$ cat src/sv/hvfr_pkg.sv
// shared definitions for the heightmap vertex and face raise block
// sequencer program codes, control word layout and microcode table
// no dependencies
package hvfr_pkg;

    localparam int MAX_FACE_COLS_DEF = 63;
    localparam int MAX_FACE_ROWS_DEF = 63;

    localparam logic [1:0] CMD_RAISE_VERTEX = 2'd0;
    localparam logic [1:0] CMD_RAISE_FACE   = 2'd1;
    localparam logic [1:0] CMD_READ_VERTEX  = 2'd2;

    localparam logic CFG_FACE_COLS = 1'b0;
    localparam logic CFG_FACE_ROWS = 1'b1;

    localparam logic [1:0] CRN_0 = 2'd0;
    localparam logic [1:0] CRN_1 = 2'd1;
    localparam logic [1:0] CRN_2 = 2'd2;
    localparam logic [1:0] CRN_3 = 2'd3;

    localparam int PC_W = 5;
    typedef logic [PC_W-1:0] pc_t;

    localparam pc_t PC_V_RD   = 5'd0;
    localparam pc_t PC_V_CAP  = 5'd1;
    localparam pc_t PC_V_LVL  = 5'd2;
    localparam pc_t PC_V_WR   = 5'd3;
    localparam pc_t PC_R_RD   = 5'd4;
    localparam pc_t PC_R_CAP  = 5'd5;
    localparam pc_t PC_F_RD0  = 5'd6;
    localparam pc_t PC_F_RD1  = 5'd7;
    localparam pc_t PC_F_RD2  = 5'd8;
    localparam pc_t PC_F_RD3  = 5'd9;
    localparam pc_t PC_F_CAP  = 5'd10;
    localparam pc_t PC_F_LVL  = 5'd11;
    localparam pc_t PC_F_WR0  = 5'd12;
    localparam pc_t PC_F_WR1  = 5'd13;
    localparam pc_t PC_F_WR2  = 5'd14;
    localparam pc_t PC_F_WR3  = 5'd15;
    localparam pc_t PC_DONE_0 = 5'd16;
    localparam pc_t PC_DONE_Z = 5'd17;

    typedef struct packed {
        logic       rd;
        logic       wr;
        logic [1:0] ak;
        logic       cap;
        logic [1:0] zk;
        logic       lvl;
        logic       one;
        logic       done;
        logic       hz;
        pc_t        nxt;
    } ctrl_t;

    function automatic ctrl_t hvfr_rom(input pc_t pc);
        ctrl_t w;
        w = '0;
        unique case (pc)
            PC_V_RD:
            begin
                w.rd = 1'b1; w.ak = CRN_3; w.nxt = PC_V_CAP;
            end
            PC_V_CAP:
            begin
                w.cap = 1'b1; w.zk = CRN_3; w.nxt = PC_V_LVL;
            end
            PC_V_LVL:
            begin
                w.lvl = 1'b1; w.one = 1'b1; w.nxt = PC_V_WR;
            end
            PC_V_WR:
            begin
                w.wr = 1'b1; w.ak = CRN_3; w.zk = CRN_3; w.nxt = PC_DONE_0;
            end
            PC_R_RD:
            begin
                w.rd = 1'b1; w.ak = CRN_3; w.nxt = PC_R_CAP;
            end
            PC_R_CAP:
            begin
                w.cap = 1'b1; w.zk = CRN_3; w.nxt = PC_DONE_Z;
            end
            PC_F_RD0:
            begin
                w.rd = 1'b1; w.ak = CRN_0; w.nxt = PC_F_RD1;
            end
            PC_F_RD1:
            begin
                w.rd = 1'b1; w.ak = CRN_1; w.cap = 1'b1; w.zk = CRN_0; w.nxt = PC_F_RD2;
            end
            PC_F_RD2:
            begin
                w.rd = 1'b1; w.ak = CRN_2; w.cap = 1'b1; w.zk = CRN_1; w.nxt = PC_F_RD3;
            end
            PC_F_RD3:
            begin
                w.rd = 1'b1; w.ak = CRN_3; w.cap = 1'b1; w.zk = CRN_2; w.nxt = PC_F_CAP;
            end
            PC_F_CAP:
            begin
                w.cap = 1'b1; w.zk = CRN_3; w.nxt = PC_F_LVL;
            end
            PC_F_LVL:
            begin
                w.lvl = 1'b1; w.nxt = PC_F_WR0;
            end
            PC_F_WR0:
            begin
                w.wr = 1'b1; w.ak = CRN_0; w.zk = CRN_0; w.nxt = PC_F_WR1;
            end
            PC_F_WR1:
            begin
                w.wr = 1'b1; w.ak = CRN_1; w.zk = CRN_1; w.nxt = PC_F_WR2;
            end
            PC_F_WR2:
            begin
                w.wr = 1'b1; w.ak = CRN_2; w.zk = CRN_2; w.nxt = PC_F_WR3;
            end
            PC_F_WR3:
            begin
                w.wr = 1'b1; w.ak = CRN_3; w.zk = CRN_3; w.nxt = PC_DONE_0;
            end
            PC_DONE_Z:
            begin
                w.done = 1'b1; w.hz = 1'b1; w.nxt = PC_DONE_Z;
            end
            default:
            begin
                w.done = 1'b1; w.nxt = PC_DONE_0;
            end
        endcase
        return w;
    endfunction

endpackage

$ cat src/sv/hvfr_seq.sv
// microcode sequencer: step counter, control table lookup, done handling
// depends on hvfr_pkg
module hvfr_seq
    import hvfr_pkg::*;
(
    input  logic  clk,
    input  logic  rst_n,
    input  logic  start,
    input  pc_t   entry,
    input  logic  hold,
    output ctrl_t ctrl,
    output logic  busy
);

    pc_t  pc_reg, pc_next;
    logic busy_reg, busy_next;

    assign ctrl = busy_reg ? hvfr_rom(pc_reg) : '0;
    assign busy = busy_reg;

    always_comb
    begin
        pc_next   = pc_reg;
        busy_next = busy_reg;
        if (start)
        begin
            pc_next   = entry;
            busy_next = 1'b1;
        end
        else if (busy_reg)
        begin
            if (ctrl.done)
            begin
                if (!hold)
                begin
                    busy_next = 1'b0;
                end
            end
            else
            begin
                pc_next = ctrl.nxt;
            end
        end
    end

    always_ff @(posedge clk or negedge rst_n)
    begin
        if (!rst_n)
        begin
            pc_reg   <= PC_DONE_0;
            busy_reg <= 1'b0;
        end
        else
        begin
            pc_reg   <= pc_next;
            busy_reg <= busy_next;
        end
    end

endmodule

$ cat config.mk
export PLATFORM = sky130hd
export DESIGN_NAME = hvfr_seq
export DESIGN_NICKNAME = d
export VERILOG_FILES = /design/src/sv/hvfr_pkg.sv /design/src/sv/hvfr_seq.sv
export SDC_FILE = /design/constraint.sdc
export NUM_CORES = 1
export LEC_CHECK = 0
export BUFFER_PORTS_ARGS = -buffer_cell sky130_fd_sc_hd__buf_4
export CORE_MARGIN = 3
export CORE_UTILIZATION = 45
export DETAILED_ROUTE_END_ITERATION = 16
export PLACE_DENSITY = 0.81
export SYNTH_ARGS = -nofsm -noshare
export SYNTH_HDL_FRONTEND = slang
export SYNTH_SLANG_ARGS = --single-unit
$ cat constraint.sdc
create_clock -name clk -period 3.3 [get_ports clk]
set_input_delay 0.66 -clock clk [delete_from_list [all_inputs] [get_ports clk]]
set_output_delay 0.66 -clock clk [all_outputs]
set_load 0.02 [all_outputs]
# After elaboration in Yosys (flattened, before gate mapping)

Cells that the tools add are included.

Logic and storage cells: 52
Register bits after elaboration: 6
Bits of input ports: 9
Output and inout port bits: 17

Equality and inequality tests: 17
Reduce and logical (&&, ||, !) cells: 15
Mux-type cells: 18

Operator list:

| kind                                                             | count |
|---|---|
| 5-bit one-hot mux with 14 select lines                           | 1 |
| 5-bit by 4-bit == test with 1-bit output (second input constant) | 8 |
| 5-bit by 3-bit == test with 1-bit output (second input constant) | 4 |
| 16-bit 2-to-1 mux                                                | 1 |
| 16-bit OR reduction                                              | 1 |
| 5-bit 2-to-1 mux                                                 | 3 |
| 5-bit OR reduction                                               | 3 |
| 2-bit one-hot mux with 3 select lines                            | 2 |
| 2-bit OR reduction                                               | 6 |
| 6-bit OR reduction                                               | 2 |
| 1-bit 2-to-1 mux                                                 | 11 |
| 5-bit by 2-bit == test with 1-bit output (second input constant) | 2 |
| 5-bit by 1-bit == test with 1-bit output (second input constant) | 1 |
| 5-bit == test (second input constant)                            | 1 |
| 5-bit logical NOT                                                | 1 |
| 2-bit inequality test (second input constant)                    | 1 |
| 2-bit AND reduction                                              | 1 |
| 2-bit nonzero test                                               | 1 |

# Depth between registers and ports, before layout

Gate-level depths: netlist of the first run.

Word-level depth: 7
Mapped depth: 5
Mapped depth without buffers: 3

# Worst setup path before layout of the first run

Ideal clock, no wire load.

Path kind: register to output
Start point: register busy_reg (netlist: busy)
End point: output ctrl[5] (netlist name)
Arrival: 1.626 ns
Setup slack: 1.014 ns
Cell stages (with the launch flop): 3
Data required time: 2.640 ns
Buffers on the path: 0
Path through: dfrtp_1 > and2_1 > nor4b_1

RTL lines:

| item                   | RTL line       | source |
|---|---|---|
| start, declared        | hvfr_seq.sv:16 | `logic busy_reg, busy_next;` |
| start signal, assigned | hvfr_seq.sv:56 | `busy_reg <= busy_next;` |
| end, declared          | hvfr_seq.sv:11 | `output ctrl_t ctrl,` |

==> metrics, run 1 <==
via-per-instance ratio 5.764; Clock Tree Root clkbuf_4; cell chain of the critical path a21boi_0 -> o21ai_0 -> nor3b_1 -> buf_4; synth cell count leaders 12 x nand2_1, 9 x nor2_1, 7 x a21oi_1, 5 x buf_2, 5 x dfrtp_1; FF/Latch Area 151.4 µm²; sequential area share after synthesis 0.2350; TritonCTS clock tree built; diode count 0; Total GRT Usage 0.1907; ratio of cells with drive above 1 in the final layout 0.2857; crit start category flop; DR vias 732; Main synth FF type dfrtp_1; Detail Route Antenna Nets 0; Synth Instances 89; Initial Util 0.4891; Yosys reg bits 6; Fmax 419.1 MHz; Die Width 43.84 µm; Worst slew margin 0.6617; Bufs and invs on worst path 1; final hold violations 0; cell with the most instances after synthesis nand2_1; Tmin final 2.386 ns; clock power share 0.181; Multi-input gate area 441.7 µm²; sequential share of power 0.292; crit path kind reg2out; outcome finished, final reports clean; Yosys top cell by area dfrtp_1; CTS clk-pin slew, worst paths 0.05 ns; final RePlAce weighted congestion 0.8166; number of flip-flops in the largest register 5; CP max stage delay 0.65 ns; Wirelength per Cell 13.02 µm; P_leak 0.3849 nW; total setup buffers inserted after CTS 0; combinational power share 0.528; dominant cells by area after synthesis dfrtp_1 19%, nand2_1 7.0%, a21oi_1 5.4%; Die Y 43.84 µm; final setup fails 0; max-slew violation count 0; clock tree buffer depth 2; core box area 1318 µm²; Remaining DRCs 0; Max Cap Viol 0; CP Capture Type output port; Routed Wire Length 1653 µm; RSZ-0062 raised after global routing false; Worst Path Required 2.64 ns; FP Rows 13; post-layout net count 122; hpwl dp 1232 µm; Die ar. 1922 µm²; HP Class in2async; syn nets 98; post-CTS sizing 0; asr flop ratio synth 1.000; fillers 123; delay-heaviest family, CP flip-flops; switching part of the total 0.4466; number of synthesized flops with an enable pin 0; setup tns final 0 ns; initial drt markers 22; Int Pwr 0.2330 mW; grt ovf 0; first-pass GRT wire length 2649 µm; fin util 0.6382; number of global-route vias before repair 639; largest net degree at the start of global routing 19; Max IR drop VDD 0.0002769 V; CTS sink cnt 6; syn avg cell area 7.240 µm²; Yosys Warn Count 0; Slew @ Worst Pin 0.5075 ns; DRT Pass-1 Iters 4; critical path's slowest cell dfrtp_1; Tot Pwr 0.4210 mW; initial antenna violation count 0; I/O pins 26; Worst Path Max Fanout 18; PwrDens 500.7 nW/µm²; Worst Clk Skew 0.01252 ns; Psw 0.1880 mW; clk_lat worst skew 0.26 ns; synth unique cells 36; number of H-tree levels 1; Area Overhead vs Synth 30.49%; Cell Area, Synth 644.4 µm²; cts hold-fix bufs 0; Synth top area share 0.1942; CTS buffer count 3; fin crit share 0.7231; number of port buffers 25; Worst EP arrival 1.73 ns
==> stage by stage <==
stage | hold WS (ns) | setup slack, ns | cell area [µm²] | cells
after floorplan | 0.3644 | 1.014 | 644.4 | 89
after global placement | 0.4703 | 1.247 | 814.5 | 123
after detailed placement | 0.4714 | 1.210 | 814.5 | 123
after CTS | 0.1950 | 0.9212 | 840.8 | 127
after global routing | 0.1919 | 0.7233 | 840.8 | 127
final | 0.1968 | 0.9138 | 840.8 | 127
==> power groups by stage <==
stage          Clock, mW  Sequential, mW  Combinational [mW]
2_1_floorplan          0          0.0985               0.173
3_3_place_gp           0           0.122               0.219
3_5_place_dp           0           0.124               0.222
4_1_cts           0.0780           0.123               0.223
5_1_grt           0.0840           0.128               0.242
6_report          0.0760           0.123               0.222
==> metal layers <==
metal	routed length, µm	up-vias	GRT usage
li1	-	358	-
met1	689	333	0.2306
met2	774	37	0.2587
met3	158	4	0.09129
met4	31	0	0.1386
met5	0	-	0
==> path summary, 6_finish.rpt <==
check,startpoint,end,slack [ns],depth (start not counted)
max,pc_reg[0],ctrl[9],0.91,4
min,rst_n,pc_reg[1],0.20,1
max reg2reg,pc_reg[2],pc_reg[3],1.83,3
min reg2reg,pc_reg[4],busy,0.68,3
max in group asynchronous,rst_n,pc_reg[4],2.89,1
min in group clk,entry[0],pc_reg[0],0.62,3
==> cells by family after synthesis <==
group / share of synthesized area
simple gates: 0.4097
compound gates: 0.2485
buf+inv: 0.07960
flops: 0.2350
xor+xnor: 0.02719
==> layout make-up <==
class / instances / share of cell area
multi-input cells: 73 / 0.5253
repair buffers: 25 / 0.2232
flip-flops and latches: 6 / 0.1801
clock buffers: 4 / 0.03125
well taps: 15 / 0.02232
inverters: 4 / 0.01786
==> placed cells by master, fill, tap and decap left out, types with 4 or more instances in the layout <==
master     n
dfrtp_1    5
nand2_1   12
o21ai_0    4
nand2b_1   4
a21oi_1    7
nor2_1     9
inv_1      4
buf_4     25
No activity file was read; power rests on OpenSTA's default activity.
==> run 2: changes to the inputs <==
Clock period 3.3 ns to 2.2 ns, I/O delays scaled along.
==> metrics, run 2 (same netlist as run 1, synthesis figures left out) <==
outcome finished, final reports clean (unchanged); cell chain of the critical path inv_1 -> nor3b_1 -> nor3b_1 -> buf_4 (was a21boi_0 -> o21ai_0 -> nor3b_1 -> buf_4); Worst Clk Skew 0.01297 ns (was 0.01252 ns); largest net degree at the start of global routing 19 (unchanged); I/O pins 26 (unchanged); Die Width 43.84 µm (unchanged); max-slew violation count 0 (unchanged); via-per-instance ratio 5.688 (was 5.764); PwrDens 741.5 nW/µm² (was 500.7 nW/µm²); Area Overhead vs Synth 33.59% (was 30.49%); number of flip-flops in the largest register 5 (unchanged); Tmin final 2.094 ns; Worst Path Max Fanout 17 (was 18); dpl cells 123 (unchanged); Worst R2R Path Depth 3 (unchanged); flop2flop setup slack 0.78 ns (was 1.83 ns); Worst slew margin 0.6585 (was 0.6617); Clock Tree Root clkbuf_4 (unchanged); DR vias 728 (was 732); critical path's slowest cell dfrtp_1 (unchanged); final RePlAce weighted congestion 0.8166 (unchanged); CP Capture Type output port (unchanged); P_leak 0.3867 nW (was 0.3849 nW); number of H-tree levels 1 (unchanged); r2r endpoint pc_reg[1] (was pc_reg[3]); initial drt markers 17 (was 22); Fmax 477.5 MHz; Endpoint, Worst Hold pc_reg[0]; Worst EP arrival 1.65 ns (was 1.73 ns); cell mode on critical path nor3b_1; clock tree buffer depth 2 (unchanged); Metal-1 WL 727 µm (was 689 µm); CTS clk-pin slew, worst paths 0.05 ns (about the same); fin crit share 0.9520; metal3 WL 146 µm (was 158 µm); grt ovf 0 (unchanged); diode count 0 (unchanged); Bufs and invs on worst path 2 (was 1); Worst Path Required 1.76 ns (was 2.64 ns); FP Rows 13 (unchanged); Remaining DRCs 0 (unchanged); number of port buffers 25 (unchanged); FF/Latch Area 155.1 µm² (was 151.4 µm²); Slew @ Worst Pin 0.5123 ns (was 0.5075 ns); TritonCTS clock tree built (unchanged); number of global-route vias before repair 642 (was 639); crit start category flop (unchanged); core box area 1318 µm² (unchanged); final hold violations 0 (unchanged); CP max stage delay 0.66 ns (was 0.65 ns); final setup fails 0 (unchanged); hpwl dp 1232 µm (unchanged); CTS buffer count 3 (unchanged); top sig layer met4 (unchanged); Die ar. 1922 µm² (unchanged); fin util 0.6534 (was 0.6382); Wirelength per Cell 13.20 µm (was 13.02 µm); Die Y 43.84 µm (unchanged); most common cell after layout, fill and taps aside buf_4 (unchanged); Total GRT Usage 0.1916 (was 0.1907); CTS sink cnt 6 (unchanged); commonest cells after routing, fill and taps aside 25 x buf_4, 12 x nand2_1, 9 x nor2_1, 7 x a21oi_1 (was 25 x buf_4, 12 x nand2_1, 9 x nor2_1, 7 x a21oi_1, 5 x dfrtp_1); met2 wire len 792 µm (was 774 µm); DRT Pass-1 Iters 4 (unchanged); Max Cap Viol 0 (unchanged); delay-heaviest family, CP flip-flops (unchanged); Min-Delay Path Depth 3; crit path kind reg2out (unchanged); Detail Route Antenna Nets 0 (unchanged); Max IR drop VDD 0.0004214 V (was 0.0002769 V); initial antenna violation count 0 (unchanged); hold path startpoint entry[0]; ratio of cells with drive above 1 in the final layout 0.3186 (was 0.2857); Routed Wire Length 1689 µm (was 1653 µm); first-pass GRT wire length 2663 µm (was 2649 µm); post-layout net count 123 (was 122); clk_lat worst skew 0.26 ns (about the same); Cell Count, Final, Fillers Out 128 (was 127); HP Class in2reg (was in2async); total setup buffers inserted after CTS 0 (unchanged); RR Startpoint pc_reg[3] (was pc_reg[2]); Multi-input gate area 447.9 µm² (was 441.7 µm²); fillers 124 (was 123); Initial Util 0.4891 (unchanged)
-- run 2: cell types whose count changed in the layout (fill, tap and decap cells not counted) --
cell and change:
dfrtp_2 +3, dlygate4sd3_1 +1, nor4_2 +1, nor4_1 -1, dfrtp_1 -3
-- run 2: metrics by stage --
step	cell area, µm²	hold slack [ns]	TNS [ns]	power, mW	setup slack (ns)
3_5_place_dp	814.5	0.2514	0	0.5189	0.3299
6_report	860.8	0.4035	0	0.6383	0.1056
5_1_grt	860.8	0.3970	-0.02951	0.6886	-0.01614
3_3_place_gp	814.5	0.2503	0	0.5120	0.3665
2_1_floorplan	644.4	0.1444	0	0.4078	0.1340
4_1_cts	850.8	0.3959	0	0.6371	0.04124
-- run 2: timing repair --
| item | in CTS | in global routing |
|---|---|---|
| endpoints found under the setup margin | 0 | 5 |
| hold buffers | 1 | 0 |
| resized for setup | 0 | 4 |
| hold endpoints to repair | 5 | 0 |
-- run 2: cell type report --
| cell class | count | area share |
|---|---|---|
| clock buffers | 4 | 0.03052 |
| inverters | 4 | 0.01744 |
| multi-input cells | 73 | 0.5203 |
| flip-flops and latches | 6 | 0.1802 |
| well taps | 15 | 0.02180 |
| repair buffers | 26 | 0.2297 |
-- run 2: how the worst max path moves through the flow --
stage                   start       end  slack (ns)  cells after the start
global placement    pc_reg[2]  ctrl[10]        0.37                      4
detailed placement  pc_reg[2]  ctrl[10]        0.33                      4
global route             busy  ctrl[10]       -0.02                      4
CTS                 pc_reg[2]  ctrl[10]        0.04                      4
floorplan                busy   ctrl[5]        0.13                      2
finish              pc_reg[3]   ctrl[9]        0.11                      4
-- run 2: routing by layer --
layer  GRT usage  vias to the layer above
li1            -                      361
met5           0                        -
met4      0.1386                        0
met3     0.09129                        2
met2      0.2587                       40
met1      0.2331                      325
-- run 2: power breakdown --
| part | internal (mW) | leakage [nW] | total, mW | switching (mW) |
|---|---|---|---|---|
| Combinational | 0.154 | 0.307 | 0.338 | 0.183 |
| Sequential | 0.130 | 0.0643 | 0.187 | 0.0576 |
| Clock | 0.0690 | 0.0150 | 0.113 | 0.0444 |
-- run 2: worst min-delay path, cell delays in order --
cell and delay (ns):
buf_4 0.07, nand2_1 0.04, o31ai_1 0.05
==> run 3: changes to the inputs <==
==> constraint.sdc (replaced) <==
create_clock -name clk -period 2.2 [get_ports clk]
set_input_delay 0.11 -clock clk [delete_from_list [all_inputs] [get_ports clk]]
set_output_delay 0.11 -clock clk [all_outputs]
set_load 0.02 [all_outputs]
==> metrics, run 3 (same netlist as run 1, synthesis figures left out) <==
Int Pwr 0.3506 mW (was 0.3531 mW); Max IR drop VDD 0.0004157 V (was 0.0004214 V); clock tree buffer depth 2 (unchanged); RSZ-0062 raised after global routing false; total setup buffers inserted after CTS 0 (unchanged); via-per-instance ratio 5.734 (was 5.688); DR vias 734 (was 728); outcome finished, final reports clean (unchanged); P_leak 0.3891 nW (was 0.3867 nW); Slew @ Worst Pin 0.5075 ns (was 0.5123 ns); switching part of the total 0.4460 (was 0.4468); HP Class in2reg (unchanged); diode count 0 (unchanged); Die Width 43.84 µm (unchanged); Worst R2R Path Depth 3 (unchanged); post-layout net count 123 (unchanged); Multi-input gate area 441.7 µm² (was 447.9 µm²); Tmin final 1.836 ns (was 2.094 ns); CP Capture Type output port (unchanged); cell chain of the critical path a21boi_0 -> o21ai_0 -> nor3b_1 -> buf_4 (was inv_1 -> nor3b_1 -> nor3b_1 -> buf_4); hpwl dp 1232 µm (unchanged); Area Overhead vs Synth 32.04% (was 33.59%); Clock Tree Root clkbuf_4 (unchanged); Setup crit start pc_reg[0] (was pc_reg[3]); most common cell after layout, fill and taps aside buf_4 (unchanged); fin crit share 0.8346 (was 0.9520); Detail Route Antenna Nets 0 (unchanged); initial antenna violation count 0 (unchanged); flop2flop setup slack 0.73 ns (was 0.78 ns); largest net degree at the start of global routing 19 (unchanged); commonest cells after routing, fill and taps aside 25 x buf_4, 12 x nand2_1, 9 x nor2_1, 7 x a21oi_1, 5 x dfrtp_1 (was 25 x buf_4, 12 x nand2_1, 9 x nor2_1, 7 x a21oi_1); grt ovf 0 (unchanged); Worst Clk Skew 0.01252 ns (was 0.01297 ns); PwrDens 743.8 nW/µm² (was 741.5 nW/µm²); final hold violations 0 (unchanged); number of global-route vias before repair 642 (unchanged); Max Cap Viol 0 (unchanged); CP max stage delay 0.65 ns (was 0.66 ns); number of H-tree levels 1 (unchanged); combinational power share 0.529 (about the same); crit start category flop (unchanged); ratio of cells with drive above 1 in the final layout 0.2832 (was 0.3186); clock power share 0.180 (was 0.178); I/O pins 26 (unchanged); Wirelength per Cell 12.98 µm (was 13.20 µm); fillers 125 (was 124); Hold WS 0.07246 ns (was 0.4035 ns); Fmax 544.6 MHz (was 477.5 MHz); Die ar. 1922 µm² (unchanged); Worst Setup EP ctrl[9] (unchanged); r2r endpoint pc_reg[3] (was pc_reg[1]); Die Y 43.84 µm (unchanged); Total GRT Usage 0.1916 (unchanged); Worst Path Max Fanout 18 (was 17); FP Rows 13 (unchanged); clk_lat worst skew 0.26 ns (about the same); Remaining DRCs 0 (unchanged); FF/Latch Area 151.4 µm² (was 155.1 µm²); CTS clk-pin slew, worst paths 0.04 ns (was 0.05 ns); Worst EP arrival 1.73 ns (was 1.65 ns); crit path kind reg2out (unchanged); core box area 1318 µm² (unchanged); CTS buffer count 3 (unchanged); DP Area 814.5 µm² (unchanged); Psw 0.2823 mW (was 0.2852 mW); Initial Util 0.4891 (unchanged); critical path's slowest cell dfrtp_1 (unchanged); fin area 850.8 µm² (was 860.8 µm²); sequential share of power 0.291 (was 0.294); Worst Path Required 2.09 ns (was 1.76 ns); RR Startpoint pc_reg[2] (was pc_reg[3]); TritonCTS clock tree built (unchanged); setup tns final 0 ns (unchanged); initial drt markers 22 (was 17); CTS sink cnt 6 (unchanged); Worst slew margin 0.6617 (was 0.6585); final RePlAce weighted congestion 0.8166 (unchanged); max-slew violation count 0 (unchanged); first-pass GRT wire length 2663 µm (unchanged); number of flip-flops in the largest register 5 (unchanged); Routed Wire Length 1661 µm (was 1689 µm); number of port buffers 25 (unchanged); DRT Pass-1 Iters 4 (unchanged); final setup fails 0 (unchanged); Tot Pwr 0.6329 mW (was 0.6383 mW)
## run 3: cell counts in the layout (fill, tap and decap cells not counted)
Identical to the previous run, type by type.
## run 3: area by class of cell
cell class / instances / area share
Sequential cell: 6 / 0.1779
Inverter: 4 / 0.01765
Tap cell: 15 / 0.02206
Timing Repair Buffer: 26 / 0.2324
Multi-Input combinational cell: 73 / 0.5191
Clock buffer: 4 / 0.03088
## run 3: through the flow
| step | cells | setup slack, ns | util |
|---|---|---|---|
| 2_1_floorplan | 89 | 0.4640 | - |
| 3_3_place_gp | 123 | 0.6965 | 0.6182 |
| 3_5_place_dp | 123 | 0.6599 | 0.6182 |
| 4_1_cts | 128 | 0.3712 | 0.6458 |
| 5_1_grt | 128 | 0.1733 | 0.6458 |
| 6_report | 128 | 0.3638 | 0.6458 |
## run 3: what timing repair did
item,CTS,global route
endpoints found under the hold margin,6,0
hold buffers,1,0
resized for setup,0,0
## run 3: how the worst min path moves through the flow
| stage | cells past startpoint | slack (ns) | to | from |
|---|---|---|---|---|
| after detailed placement | 1 | -0.08 | busy | rst_n |
| final | 3 | 0.07 | pc_reg[0] | entry[0] |
| after global routing | 3 | 0.07 | pc_reg[3] | entry[3] |
| after CTS | 3 | 0.07 | pc_reg[3] | entry[3] |
| after floorplan | 0 | -0.19 | busy | rst_n |
| after global placement | 1 | -0.08 | busy | rst_n |
## run 3: worst max-delay path, delay by kind of cell, from the launching register on
kind            cells  cell delay [ns]
flops               1             0.65
compound gates      2             0.43
simple gates        1             0.23
buf+inv             1             0.17
## run 3: metal layers
metal	track usage	wire length, µm
met1	0.2331	698
met5	0	0
met2	0.2587	774
met4	0.1386	31
met3	0.09129	158
## run 3: power by group through the flow
stage	clock network (mW)	logic (mW)	registers [mW]
after detailed placement	0	0.333	0.186
after floorplan	0	0.260	0.148
after global routing	0.126	0.364	0.192
after CTS	0.117	0.336	0.184
after global placement	0	0.329	0.183
final	0.114	0.335	0.184
